<file path="src/rtl/ptlm_pkg.sv">
// Shared constants, codes and control types of the demand-paging MMU.
`timescale 1ns / 1ps
`default_nettype none
package ptlm_pkg;
  localparam int PROCESSES   = 16;
  localparam int PAGES       = 64;
  localparam int FRAMES      = 256;
  localparam int ENTRIES     = PROCESSES * PAGES;
  localparam int SLOT_W      = $clog2(PROCESSES);
  localparam int PIDX_W      = $clog2(PAGES);
  localparam int FRAME_W     = $clog2(FRAMES);
  localparam int ADDR_W      = $clog2(ENTRIES);
  localparam int CNT_W       = PIDX_W + 1;
  localparam int STAMP_W     = 32;
  localparam int CFG_W       = 9;
  localparam int LIM_W       = 7;
  localparam int PAGE_W      = 10;
  localparam int ILL_W       = 16;
  localparam logic [STAMP_W-1:0] CLOCK_TOP = 32'hFFFF_FFFE;
  localparam logic [CFG_W-1:0]   CFG_RESET = 9'd256;

  localparam logic [1:0] KIND_ACCESS = 2'd0;
  localparam logic [1:0] KIND_FINISH = 2'd1;
  localparam logic [1:0] KIND_LIMIT  = 2'd2;

  localparam logic [2:0] ST_HIT      = 3'd0;
  localparam logic [2:0] ST_FAULT    = 3'd1;
  localparam logic [2:0] ST_ILLEGAL  = 3'd2;
  localparam logic [2:0] ST_FINISHED = 3'd3;
  localparam logic [2:0] ST_LIMIT    = 3'd4;
  localparam logic [2:0] ST_NOFRAME  = 3'd5;

  typedef enum logic [3:0] {
    OP_NONE, OP_CLEAR, OP_ACCEPT, OP_CHECK, OP_LOOK,
    OP_FREE, OP_LRU, OP_EVICT, OP_FILL, OP_RESP
  } ptlm_op_t;

  typedef struct packed {
    ptlm_op_t op;
  } ptlm_cmd_t;

  typedef struct packed {
    logic clear_done;
    logic illegal;
    logic hit;
    logic found;
    logic scan_done;
    logic have;
    logic out_free;
  } ptlm_sts_t;

  typedef struct packed {
    logic               valid;
    logic [FRAME_W-1:0] frame;
    logic [STAMP_W-1:0] stamp;
  } ptlm_word_t;
endpackage
`default_nettype wire

</file>
<file path="src/rtl/ptlm_ctrl.sv">
// Sequencer of the MMU: walks each transaction through its datapath steps.
`timescale 1ns / 1ps
`default_nettype none
module ptlm_ctrl (
  input  wire                 clk,
  input  wire                 rst_n,
  input  wire                 in_tvalid,
  input  wire [1:0]           in_kind,
  output logic                in_tready,
  input  ptlm_pkg::ptlm_sts_t sts,
  output ptlm_pkg::ptlm_cmd_t cmd
);
  import ptlm_pkg::*;

  typedef enum logic [8:0] {
    S_CLEAR = 9'b000000001,
    S_IDLE  = 9'b000000010,
    S_CHECK = 9'b000000100,
    S_LOOK  = 9'b000001000,
    S_FREE  = 9'b000010000,
    S_LRU   = 9'b000100000,
    S_EVICT = 9'b001000000,
    S_FILL  = 9'b010000000,
    S_RESP  = 9'b100000000
  } state_t;

  state_t state_r, state_nxt;

  assign in_tready = (state_r == S_IDLE);

  always_comb begin
    state_nxt = state_r;
    cmd.op    = OP_NONE;
    case (state_r)
      S_CLEAR: begin
        cmd.op = OP_CLEAR;
        if (sts.clear_done) state_nxt = S_IDLE;
      end
      S_IDLE: begin
        if (in_tvalid) begin
          cmd.op = OP_ACCEPT;
          case (in_kind)
            KIND_ACCESS: state_nxt = S_CHECK;
            KIND_FINISH: state_nxt = S_FREE;
            KIND_LIMIT:  state_nxt = S_RESP;
            default:     state_nxt = S_IDLE;
          endcase
        end
      end
      S_CHECK: begin
        cmd.op    = OP_CHECK;
        state_nxt = sts.illegal ? S_FREE : S_LOOK;
      end
      S_LOOK: begin
        cmd.op    = OP_LOOK;
        state_nxt = (sts.hit || sts.found) ? S_RESP : S_LRU;
      end
      S_FREE: begin
        cmd.op = OP_FREE;
        if (sts.scan_done) state_nxt = S_RESP;
      end
      S_LRU: begin
        cmd.op = OP_LRU;
        if (sts.scan_done) state_nxt = S_EVICT;
      end
      S_EVICT: begin
        cmd.op    = OP_EVICT;
        state_nxt = sts.have ? S_FILL : S_RESP;
      end
      S_FILL: begin
        cmd.op    = OP_FILL;
        state_nxt = S_RESP;
      end
      S_RESP: begin
        cmd.op = OP_RESP;
        if (sts.out_free) state_nxt = S_IDLE;
      end
      default: state_nxt = S_IDLE;
    endcase
  end

  always_ff @(posedge clk) begin
    if (!rst_n) state_r <= S_CLEAR;
    else        state_r <= state_nxt;
  end

  a_onehot: assert property (@(posedge clk) disable iff (!rst_n) $onehot(state_r))
    else $error("state not one-hot");
  a_limit_resp: assert property (@(posedge clk) disable iff (!rst_n)
    (state_r == S_IDLE && in_tvalid && in_kind == KIND_LIMIT) |=> state_r == S_RESP)
    else $error("limit transaction did not go to response");
  a_free_end: assert property (@(posedge clk) disable iff (!rst_n)
    (state_r == S_FREE && sts.scan_done) |=> state_r == S_RESP)
    else $error("free scan did not end in response");
  a_clear_block: assert property (@(posedge clk) disable iff (!rst_n)
    (state_r == S_CLEAR) |-> !in_tready)
    else $error("input taken during clearing pass");
endmodule
`default_nettype wire

</file>
<file path="config.mk">
export PLATFORM = sky130hd
export DESIGN_NAME = ptlm_ctrl
export DESIGN_NICKNAME = d
export VERILOG_FILES = /design/src/rtl/ptlm_pkg.sv /design/src/rtl/ptlm_ctrl.sv
export SDC_FILE = /design/constraint.sdc
export NUM_CORES = 1
export LEC_CHECK = 0
export ABC_AREA = 1
export BUFFER_PORTS_ARGS = -buffer_cell sky130_fd_sc_hd__clkbuf_2
export CELL_PAD_IN_SITES_DETAIL_PLACEMENT = 1
export CELL_PAD_IN_SITES_GLOBAL_PLACEMENT = 1
export CORE_AREA = 2 2 48 50
export CTS_BUF_LIST = sky130_fd_sc_hd__clkbuf_4
export CTS_CLUSTER_DIAMETER = 200
export DETAILED_ROUTE_END_ITERATION = 16
export DIE_AREA = 0 0 50 52
export PLACE_DENSITY_LB_ADDON = 0.1
export SLEW_MARGIN = 20
export SYNTH_ARGS = -nofsm -noshare
export SYNTH_HDL_FRONTEND = slang
export SYNTH_SLANG_ARGS = --single-unit
</file>
<file path="constraint.sdc">
create_clock -name clk -period 1.35 [get_ports clk]
set_input_delay 0.27 -clock clk [delete_from_list [all_inputs] [get_ports clk]]
set_output_delay 0.27 -clock clk [all_outputs]
set_load 0.02 [all_outputs]
</file>
=== After elaboration in Yosys (flattened, before gate mapping) ===
Index checks and enable logic that the tools add are counted.
W data, S select, Z words.

* Register bits: 9
* Output and inout port bits: 5
* Input port bits: 12

* Equal/unequal tests: 16
* Reductions and logical operators: 3
* Multiplexer cells: 12

{| class="wikitable"
|+ Operators by type and width
! cell !! number
|-
| $pmux W9 S9 || 1
|-
| $mux W9 || 7
|-
| $pmux W4 S9 || 1
|-
| $pmux W9 S3 || 1
|-
| $ne A2 B2 Y1 const B || 5
|-
| $eq A9 B1 Y1 const B || 1
|-
| $eq A9 B2 Y1 const B || 1
|-
| $eq A9 B3 Y1 const B || 1
|-
| $eq A9 B4 Y1 const B || 1
|-
| $eq A9 B5 Y1 const B || 1
|-
| $eq A9 B6 Y1 const B || 1
|-
| $eq A9 B7 Y1 const B || 1
|-
| $eq A9 B8 Y1 const B || 1
|-
| $eq A9 B9 Y1 const B || 1
|-
| $mux W5 || 1
|-
| $reduce_and A5 Y1 || 1
|-
| $eq A2 B1 Y1 const B || 1
|-
| $eq A2 B2 Y1 const B || 1
|-
| $logic_not A2 Y1 || 1
|-
| $mux W2 || 1
|-
| $logic_or A1 B1 Y1 || 1
|}

=== Logic depth before layout (Yosys ltp) ===
* Depth in word-level cells: 4
* Gate-level depth with buffers: 10
* Depth with buffers taken out: 10

=== Least setup slack after synthesis ===
OpenSTA, ideal clock, no wires.

* Path kind: flip-flop to output port
* Start: register state_r[0]
* End: output cmd[3] (netlist name)
* Setup slack: -0.079 ns
* Data arrival time: 1.159 ns
* Path buffers: 0
* Data required time: 1.080 ns
* Stages on the path, launching flop included: 6
* Cell sequence: dfxtp_1 -> inv_1 -> nand2_1 -> nor2_2 -> nand2_2 -> o21ai_0

{| class="wikitable"
|+ RTL lines
! what !! line !! text
|-
| from (decl) || ptlm_ctrl.sv:27 || <nowiki>state_t state_r, state_nxt;</nowiki>
|-
| from (signal assigned) || ptlm_ctrl.sv:84 || <nowiki>else state_r <= state_nxt;</nowiki>
|-
| to (decl) || ptlm_ctrl.sv:11 || <nowiki>output ptlm_pkg::ptlm_cmd_t cmd</nowiki>
|}

==> impl_metrics.toml <==
[routing]
drt-initial-drc-count = 10
avgViaCountPerCell = 5.231
remaining_drc_errors = 0
wl_per_cell_um = 18.42
routed_wl_um = 3591
drt_pass1_iterations = 4
via_count = 1020
drtAntennaViolNets = 0

[global_route]
grt_max_degree = 8
grt_pass1_vias = 1062
globalRouteTotalUtil = 0.2787
antenna_found_initial = 0
grt_pass1_wl_um = 5223
overflow = 0

[clock_network]
clk_path_buf_depth = 2
clock-root-buffer = "clkbuf_4"
path_clk_slew_ns = 0.07
ctsHoldBuffers = 0
clk_latency_ns = 0.28
htree_levels = 1
cts_inserted_buffers = 3
cts_tree = "built"
cts_sinks = 9

[synthesis]
syn_avg_cell_area_sq_um = 6.042
ys_warn_count = 0
syn-num-nets = 135
syn_inst = 123
synth-seq-cells = 9
yosysSeqAreaShare = 0.2424
synth_area_sq_um = 743.2
ys_types = 22

[timing]
finClkSkew_ns = 0.007104
worst_pin_slew_ns = 0.2917
finalSetupViolations = 12
hold_viol = 0
timing.fmax_mhz = 551.0
drv_slew = 0
rsz0062_at_grt = "true"
holdWs_ns = 0.2256
fin_setup_tns_ns = -2.965
setup_ws_ns = -0.4648
fin_crit_sh = 1.344
relSlewSlack = 0.8038
fin_crit_ns = 1.815

[die]
core_region_area_sq_um = 2106
fp.dieArea_sq_um = 2600
die_x_um = 50
initial_core_util = 0.3529
rows = 17
ios = 17
die_h_um = 52

[pwr]
power_density_nw_per_um2 = 1614
p_leak_nw = 0.6194
peakVddDrop_v = 0.0009968
total_power_mw = 2.050

[critical_path]
path_class = "register to output port"
cp-end-kind = "output port"
arrival_ns = 1.54
start_kind = "register"
rrSetupSlack_ns = -0.27
crit_required_ns = 1.08
crit_fanout = 7

[run]
cap_violations = 0

[finish]
layout-drive-gt1-share = 0.5629
nets = 180
largest_register_ffs = 9
largest-register = "state_r"
antennaDiodeCount = 0
area_growth_pct = 70.88
reg_top3 = "state_r: 9 flops"
fin_util = 0.6031

[run_status]
status = "finished with violations"
violations = "negative setup slack"

[placed_design]
finalWeightedCongestion = 0.8119
place_ws_ns = -0.1794
dp_hpwl_um = 1940
port_buffers = 16

[worst_hold_path]
hold_class = "input port to register"
-- placed cells by master, fill, tap and decap left out, types with 2 or more instances in the layout --
cell type,count
nand4_1,3
nor2_1,20
nor3_1,2
nand2_1,22
clkbuf_2,11
nand3_2,3
dfxtp_4,3
nand2_4,5
buf_4,20
buf_6,4
nand2_2,7
nor4_1,2
inv_4,3
inv_2,3
nand3_1,6
inv_1,14
clkbuf_4,5
dfxtp_2,5
nand3_4,3
nor2_2,6
clkbuf_8,3
nor2_4,4
-- routing by layer --
layer / global-route usage / wire (um) / up-vias
met2: 0.5395 / 1841 / 39
met4: 0.1204 / 205 / 0
met1: 0.2945 / 1421 / 481
li1: - / - / 473
met5: 0 / 0 / -
met3: 0.04310 / 123 / 27
-- Yosys cell counts (all sizes together) --
cell / n / share of area
dfxtp: 9 / 0.24
nor3b: 1 / 0.010
nor3: 4 / 0.027
a21oi: 3 / 0.020
or2: 2 / 0.017
nand2: 34 / 0.21
clkinv: 1 / 0.012
nand4: 3 / 0.025
o21ai: 2 / 0.013
inv: 20 / 0.10
nor2: 31 / 0.20
nand3: 11 / 0.10
nor4: 2 / 0.017
-- final cells by class --
cell class / count / area, sq um
inverters: 21 / 91.34
fillers: 278 / 835.8
clock buffers: 4 / 30.03
repair buffers: 39 / 299.0
multi-input cells: 94 / 616.8
flip-flops and latches: 9 / 197.7
well taps: 28 / 35.03
-- worst max-delay path, cell delays in order, from the launching register on --
cell,delay [ns]
dfxtp_2,0.35
nor2_4,0.15
buf_4,0.15
nand2_4,0.09
nor2_1,0.12
inv_1,0.09
nand4_1,0.14
clkbuf_8,0.16
-- repair_timing --
action                     4_1_cts  5_1_grt
pin swaps                       11       10
gates cloned                     1        0
setup endpoints to repair       12       12
resized for setup               33       28
setup buffers                    8        5
-- logic make-up after synthesis --
| family | after synthesis | synth area share |
|---|---|---|
| DFF | 9 | 0.2424 |
| and+or+nand+nor | 88 | 0.6111 |
| buffers and inverters | 21 | 0.1128 |
| AOI/OAI and AO/OA | 5 | 0.03366 |
-- worst paths after layout --
kind              startpoint  cells after the start    endpoint
hold reg to reg   state_r[5]                      4  state_r[5]
hold / removal    in_kind[1]                      2  state_r[2]
setup reg to reg  state_r[3]                     12  state_r[1]
setup / recovery  state_r[3]                      7      cmd[0]
-- per-stage QoR --
stage / area [sq um] / instances
CTS: 1157 / 191
global route: 1270 / 195
floorplan: 743.2 / 123
detailed placement: 940.9 / 178
finish: 1270 / 195
global placement: 940.9 / 178
-- power breakdown --
group / switching, mW / total (mW) / internal [mW] / leakage, nW
combinational: 0.811 / 1.39 / 0.583 / 0.524
sequential: 0.0745 / 0.404 / 0.330 / 0.0775
clock: 0.117 / 0.252 / 0.135 / 0.0184
(Power assumes the default switching activity.)
